**config.mk**
```make
export PLATFORM = sky130hd
export DESIGN_NAME = midi_channel_message_parser_top
export DESIGN_NICKNAME = d
export VERILOG_FILES = /design/src/hdl/mcmp_pkg.sv /design/src/hdl/midi_channel_message_parser_top.sv
export SDC_FILE = /design/constraint.sdc
export NUM_CORES = 1
export LEC_CHECK = 0
export BUFFER_PORTS_ARGS = -buffer_cell sky130_fd_sc_hd__buf_2
export CELL_PAD_IN_SITES_DETAIL_PLACEMENT = 1
export CELL_PAD_IN_SITES_GLOBAL_PLACEMENT = 1
export CORE_MARGIN = 2
export CORE_UTILIZATION = 50
export DETAILED_ROUTE_END_ITERATION = 16
export PLACE_DENSITY_LB_ADDON = 0.1
export SLEW_MARGIN = 25
export SYNTH_ARGS = -nofsm -noshare
export SYNTH_HDL_FRONTEND = slang
export SYNTH_SLANG_ARGS = --single-unit
```
**constraint.sdc**
```tcl
create_clock -name clk -period 7 [get_ports clk]
set_input_delay 0.35 -clock clk [delete_from_list [all_inputs] [get_ports clk]]
set_output_delay 0.35 -clock clk [all_outputs]
set_load 0.02 [all_outputs]
```
**src/hdl/mcmp_pkg.sv**
```systemverilog
`timescale 1ns / 1ps

package mcmp_pkg;

  // Upper nibbles of status bytes
  localparam logic [3:0] ST_NOTE_OFF      = 4'h8;
  localparam logic [3:0] ST_NOTE_ON       = 4'h9;
  localparam logic [3:0] ST_PITCH_BEND    = 4'hE;
  localparam logic [3:0] ST_PROG_CHANGE   = 4'hC;
  localparam logic [3:0] ST_CHAN_PRESSURE = 4'hD;
  localparam logic [3:0] ST_SYSTEM        = 4'hF;

  // One completed channel message
  typedef struct packed {
    logic [3:0] msg_status;
    logic [3:0] msg_channel;
    logic [6:0] first_data;
    logic [6:0] second_data;
    logic [1:0] data_count;
    logic       is_note;
    logic [6:0] note_velocity;
  } msg_t;

  // Data bytes a channel status expects; 0 for anything else
  function automatic logic [1:0] msg_length(input logic [3:0] st);
    logic [1:0] len;
    case (st) inside
      ST_PROG_CHANGE, ST_CHAN_PRESSURE: len = 2'd1;
      [ST_NOTE_OFF:ST_PITCH_BEND]:      len = 2'd2;
      default:                          len = 2'd0;
    endcase
    return len;
  endfunction

endpackage

```
**src/hdl/midi_channel_message_parser_top.sv**
```systemverilog
`timescale 1ns / 1ps

// MIDI channel message parser with running status.
// Input channel: one received MIDI byte per transaction (in_valid/in_ready,
// in_byte). Bit 7 set marks a status byte; channel status bytes open a
// message, system bytes (0xF0-0xFF) and any status byte drop a partial one.
// Data bytes with nothing pending reuse the last completed status, channel
// and length; before any message has completed they are discarded.
// Result channel: one transaction per completed message (out_valid/out_ready)
// carrying status, channel, both data bytes, count, note flag and velocity.
// The completing byte's result is registered in the output register, or in
// the skid when the output stalls. Throughput: one byte per cycle while in_ready is high.
// The parser state updates in the accepting cycle; results go to an output
// register backed by a one-entry skid register, so the input side keeps
// taking bytes while a result waits. in_ready drops only when both are full.
// Reset (rst_n low, synchronous): no message pending, no running status,
// both result registers empty.
module midi_channel_message_parser_top (
  input  logic       clk,
  input  logic       rst_n,
  input  logic       in_valid,
  output logic       in_ready,
  input  logic [7:0] in_byte,
  output logic       out_valid,
  input  logic       out_ready,
  output logic [3:0] out_msg_status,
  output logic [3:0] out_msg_channel,
  output logic [6:0] out_first_data,
  output logic [6:0] out_second_data,
  output logic [1:0] out_data_count,
  output logic       out_is_note,
  output logic [6:0] out_note_velocity
);

  // Message being assembled
  logic [3:0] cur_status_r, cur_status_nxt;
  logic [3:0] cur_channel_r, cur_channel_nxt;
  logic [6:0] cur_first_r, cur_first_nxt;
  logic [1:0] cur_pending_r, cur_pending_nxt;
  logic [1:0] cur_received_r, cur_received_nxt;
  // Running status
  logic [3:0] run_status_r, run_status_nxt;
  logic [3:0] run_channel_r, run_channel_nxt;
  logic [1:0] run_length_r, run_length_nxt;

  // Result buffering: output register plus skid
  mcmp_pkg::msg_t out_r, skid_r, res;
  logic           out_vld_r, skid_vld_r;
  logic           res_vld;

  logic       accept;
  logic       pop;
  logic       push;
  logic [6:0] din;

  // Scratch for the data byte path
  logic [3:0] st, ch;
  logic [6:0] fd;
  logic [1:0] pend, rcv;
  logic [6:0] second;

  assign in_ready = !skid_vld_r;
  assign accept   = in_valid && in_ready;
  assign pop      = out_vld_r && out_ready;
  assign push     = accept && res_vld;
  assign din      = in_byte[6:0];

  always_comb begin
    cur_status_nxt   = cur_status_r;
    cur_channel_nxt  = cur_channel_r;
    cur_first_nxt    = cur_first_r;
    cur_pending_nxt  = cur_pending_r;
    cur_received_nxt = cur_received_r;
    run_status_nxt   = run_status_r;
    run_channel_nxt  = run_channel_r;
    run_length_nxt   = run_length_r;
    res_vld          = 1'b0;
    res              = '0;
    st               = cur_status_r;
    ch               = cur_channel_r;
    fd               = cur_first_r;
    pend             = cur_pending_r;
    rcv              = cur_received_r;
    second           = '0;

    if (in_byte[7]) begin
      // any status byte drops the partial message
      cur_status_nxt   = '0;
      cur_channel_nxt  = '0;
      cur_first_nxt    = '0;
      cur_pending_nxt  = '0;
      cur_received_nxt = '0;
      if (in_byte[7:4] != mcmp_pkg::ST_SYSTEM) begin
        cur_status_nxt  = in_byte[7:4];
        cur_channel_nxt = in_byte[3:0];
        cur_pending_nxt = mcmp_pkg::msg_length(in_byte[7:4]);
      end
    end else begin
      // idle: reopen from running status
      if (cur_pending_r == 2'd0) begin
        st   = run_status_r;
        ch   = run_channel_r;
        pend = run_length_r;
        rcv  = '0;
        fd   = '0;
      end
      if (pend != 2'd0) begin
        pend = pend - 2'd1;
        if (rcv == 2'd0) begin
          fd = din;
        end
        rcv = rcv + 2'd1;
      end
      cur_status_nxt   = st;
      cur_channel_nxt  = ch;
      cur_first_nxt    = fd;
      cur_pending_nxt  = pend;
      cur_received_nxt = rcv;
      if (pend == 2'd0 && rcv != 2'd0) begin
        // message complete
        second            = (rcv == 2'd2) ? din : 7'd0;
        res_vld           = 1'b1;
        res.msg_status    = st;
        res.msg_channel   = ch;
        res.first_data    = fd;
        res.second_data   = second;
        res.data_count    = rcv;
        res.is_note       = (st == mcmp_pkg::ST_NOTE_OFF) || (st == mcmp_pkg::ST_NOTE_ON);
        res.note_velocity = (st == mcmp_pkg::ST_NOTE_ON) ? second : 7'd0;
        run_status_nxt    = st;
        run_channel_nxt   = ch;
        run_length_nxt    = rcv;
        cur_status_nxt    = '0;
        cur_channel_nxt   = '0;
        cur_first_nxt     = '0;
        cur_pending_nxt   = '0;
        cur_received_nxt  = '0;
      end
    end
  end

  // Parser state
  always_ff @(posedge clk) begin
    if (!rst_n) begin
      cur_status_r   <= '0;
      cur_channel_r  <= '0;
      cur_first_r    <= '0;
      cur_pending_r  <= '0;
      cur_received_r <= '0;
      run_status_r   <= '0;
      run_channel_r  <= '0;
      run_length_r   <= '0;
    end else if (accept) begin
      cur_status_r   <= cur_status_nxt;
      cur_channel_r  <= cur_channel_nxt;
      cur_first_r    <= cur_first_nxt;
      cur_pending_r  <= cur_pending_nxt;
      cur_received_r <= cur_received_nxt;
      run_status_r   <= run_status_nxt;
      run_channel_r  <= run_channel_nxt;
      run_length_r   <= run_length_nxt;
    end
  end

  // Result register and skid: skid holds a result only while the output
  // register is full and stalled; it drains into the output register first.
  always_ff @(posedge clk) begin
    if (!rst_n) begin
      out_vld_r  <= 1'b0;
      skid_vld_r <= 1'b0;
    end else if (skid_vld_r) begin
      if (pop) begin
        skid_vld_r <= 1'b0;
      end
    end else if (push) begin
      if (!out_vld_r || pop) begin
        out_vld_r <= 1'b1;
      end else begin
        skid_vld_r <= 1'b1;
      end
    end else if (pop) begin
      out_vld_r <= 1'b0;
    end
  end

  always_ff @(posedge clk) begin
    if (skid_vld_r) begin
      if (pop) begin
        out_r <= skid_r;
      end
    end else if (push) begin
      if (!out_vld_r || pop) begin
        out_r <= res;
      end else begin
        skid_r <= res;
      end
    end
  end

  assign out_valid         = out_vld_r;
  assign out_msg_status    = out_r.msg_status;
  assign out_msg_channel   = out_r.msg_channel;
  assign out_first_data    = out_r.first_data;
  assign out_second_data   = out_r.second_data;
  assign out_data_count    = out_r.data_count;
  assign out_is_note       = out_r.is_note;
  assign out_note_velocity = out_r.note_velocity;

  // Skid is only used behind a full output register
  a_skid_behind_out: assert property (@(posedge clk) disable iff (!rst_n)
    skid_vld_r |-> out_vld_r)
    else $error("skid register full while output register empty");

  // A message never waits on more than two data bytes
  a_pending_range: assert property (@(posedge clk) disable iff (!rst_n)
    cur_pending_r != 2'd3)
    else $error("pending count out of range");

  // One-byte messages carry no second byte and no velocity
  a_short_msg: assert property (@(posedge clk) disable iff (!rst_n)
    (out_vld_r && out_r.data_count == 2'd1) |->
      (out_r.second_data == 7'd0 && out_r.note_velocity == 7'd0))
    else $error("one-byte message with nonzero second data");

endmodule
```
==> impl_metrics.env <==
export IMPL_outcome="completed"
export IMPL_final_common_cell="edfxtp_1"
export IMPL_post_dp_cell_area_um2=4390
export IMPL_track_usage_pct=23.7
export IMPL_power_internal_uw=792
export IMPL_clkTransAtPathRegs_ns=0.09
export IMPL_worst_pin_slew_ns=0.709
export IMPL_path_delay_family="simple AND/OR/NAND/NOR gates"
export IMPL_rsz0062_at_grt="false"
export IMPL_max_freq_mhz=293
export IMPL_gp_congestion=0.875
export IMPL_clock_path_buffers=2
export IMPL_die_h_um=94.7
export IMPL_clock_power_share_pct=35.0
export IMPL_cts_resized=0
export IMPL_cts_buffers=9
export IMPL_slew_headroom_pct=51.4
export IMPL_hold_depth=2
export IMPL_num_rows=33
export IMPL_yosysUniqueCellTypes=49
export IMPL_syn_inst=361
export IMPL_fin_area_um2=4620
export IMPL_clk_latency_ns=0.36
export IMPL_ys_seq_area_share_pct=61.9
export IMPL_worstSetupEndpointType="flop"
export IMPL_nets=410
export IMPL_cts_root_buf="clkbuf_8"
export IMPL_startpoint_type="flop"
export IMPL_mostFrequentLayoutCells="edfxtp_1, nand2_1, buf_2"
export IMPL_ys_ff_latch=95
export IMPL_timing_final_crit_share_pct=48.7
export IMPL_cp_arrival_ns=3.46
export IMPL_post_cts_buffers=0
export IMPL_cp_cell_sequence="or2_1 -> nand2_1 -> ha_1 -> nor2b_1 -> o21ai_2 -> and3_1 -> buf_4"
export IMPL_tritoncts="done"
export IMPL_r2r_start="cur_pending_r[0]"
export IMPL_p_switching_uw=255
export IMPL_firstDrtPassIters=4
export IMPL_finalMaxSlewViolations=0
export IMPL_cp_max_fo=19
export IMPL_grt_max_degree=63
export IMPL_port_buffers=45
export IMPL_rr_endpoint="skid_r[29]"
export IMPL_critPathKind="reg2reg"
export IMPL_whs_endpoint="skid_vld_r"
export IMPL_syn_to_final_growth_pct=12.3
export IMPL_ir_worst_vdd_mv=0.135
export IMPL_diodes=0
export IMPL_via_count=2939
export IMPL_drive_gt1_share_pct=19.2
export IMPL_die_w_um=94.7
export IMPL_wl_per_cell_um=20.0
export IMPL_maxCapViolations=0
export IMPL_drt_initial_drc_count=109
export IMPL_first_global_vias=2863
export IMPL_antenna_found_initial=0
export IMPL_io_pins=46
export IMPL_clock_skew_ns=0.00883
export IMPL_avgSynthCellArea_um2=11.4
export IMPL_p_leak_uw=0.00173
export IMPL_drt_antenna_violating_nets=0
export IMPL_final_setup_tns_ns=0
export IMPL_hpwl_mm=6.86
export IMPL_finalSetupViolCount=0
export IMPL_cts_sinks=95
export IMPL_critPathMaxStageDelay_ns=0.71
export IMPL_r2r_cells=7
export IMPL_power_density_nw_per_um2=227
export IMPL_cts_htree_levels=3
export IMPL_hold_start="out_ready"
export IMPL_fin_crit_ns=3.41
export IMPL_p_comb_share_pct=6.9
export IMPL_yosysWarningCount=0
export IMPL_dieArea_um2=8960
export IMPL_core_um2=8090
export IMPL_final_hold_viol_count=0
export IMPL_synth_nets=374
export IMPL_wl_mm=10.1
export IMPL_avgViaCountPerCell=5.80
export IMPL_swShare_pct=24.4
export IMPL_start_util_pct=50.8
export IMPL_cp_required_ns=7.04
export IMPL_grt_pass1_wl_mm=15.6
export IMPL_path_buf_inv=1
export IMPL_ctsHoldBuffers=0
export IMPL_crit_slowest_cell="dfxtp_1"
export IMPL_r2r_slack_ns=3.59
export IMPL_min_path_type="in2reg"
export IMPL_p_seq_share_pct=58.1
export IMPL_drcViolationCount=0
export IMPL_hold_slack_ns=0.210
export IMPL_globalRouteOverflowTotal=0
export IMPL_syn_area_um2=4110
## worst max path at each step
stage	start	cells past startpoint	to
global route	cur_pending_r[0]	7	skid_r[26]
CTS	cur_pending_r[0]	7	out_is_note
detailed placement	cur_pending_r[0]	7	out_first_data[6]
global placement	cur_pending_r[0]	7	out_first_data[5]
finish	cur_pending_r[0]	7	skid_r[29]
floorplan	cur_pending_r[1]	9	out_data_count[0]
## synthesized netlist by cell type (all sizes together)
library cell   n  area (um2)
edfxtp        64        1920
nand2         49         184
nor2          38         145
dfxtp         31         621
inv           19        71.3
mux2i         19         190
o31ai         18         135
clkbuf        16        60.1
a22o          14         123
o21ai         13        68.8
a21oi         11        55.1
buf            9        60.1
a22oi          7        52.6
o221ai         7        61.3
nand3          4        20.0
nor2b          4        25.0
a31oi          3        18.8
or4            3        26.3
a21o           2        15.0
a311oi         2        17.5
and4           2        20.0
nand2b         2        12.5
nand4          2        12.5
nor3           2        10.0
nor3b          2        20.0
o21a           2        15.0
or4b           2        20.0
a221oi         1        8.76
a31o           1        8.76
and2           1        8.76
and3           1        6.26
ha             1        12.5
mux2           1        11.3
o2111a         1        11.3
o211a          1        10.0
o211ai         1        7.51
o221a          1        11.3
o31a           1        8.76
o32a           1        10.0
or2            1        6.26
or3            1        6.26
## metal layers
metal	vias up	GRT usage [%]	part of all wire, %
met3	8	5.43	4.0
met1	1481	31.5	44
met4	0	5.68	1.0
li1	1395	-	-
met5	-	0	0
met2	55	39.5	51
## sequential cells by signal, summed over array words and instances, names as in the netlist, 4 cells and up
signal / flops
out_msg_channel: 4
run_channel_r: 4
out_msg_status: 4
out_first_data: 7
skid_r: 32
run_status_r: 4
out_second_data: 7
cur_channel_r: 4
cur_status_r: 4
cur_first_r: 7
out_note_velocity: 7
## metrics by stage
step                util [%]  power (uW)  std cells  setup WS (ns)
finish                  57.0        1050        507           3.59
floorplan                  -         669        361           3.22
CTS                     56.7        1060        506           3.40
global route            57.0        1080        507           3.26
detailed placement      54.3         691        490           3.43
global placement        54.3         690        490           3.63
## power by group through the flow
stage	logic (uW)	clock network [uW]	registers [uW]
floorplan	46.5	0	622
global placement	68.8	0	621
detailed placement	69.8	0	621
CTS	70.9	377	609
global route	77.9	397	610
finish	72.3	367	608
## worst reg2reg max path, stage by stage (launching register included)
cell and delay [ns]:
dfxtp_1 0.71, or2_1 0.35, nand2_1 0.18, ha_1 0.37, nor2b_1 0.12, o21ai_2 0.31, and3_1 0.64, buf_4 0.41
## logic make-up (layout without fill, tap and decap cells)
logic type / Yosys count / in the layout / synth area share [%]
multiplexers: 20 / 20 / 4.90
AND/OR/NAND/NOR: 114 / 114 / 12.7
flip-flops: 95 / 95 / 61.9
AO/OA/AOI/OAI: 87 / 87 / 15.5
buffers and inverters: 44 / 85 / 4.66
adder cells (fa/ha/maj): 1 / 1 / 0.304
## layout make-up
cell class | instances | area, um2
multi-input combinational | 222 | 1390
tap | 105 | 131
clock buffer | 10 | 128
fill | 883 | 3480
timing repair buffer | 50 | 283
inverter | 19 | 71.3
clock inverter | 6 | 68.8
sequential | 95 | 2540
Power figures use the tool's default switching activity.
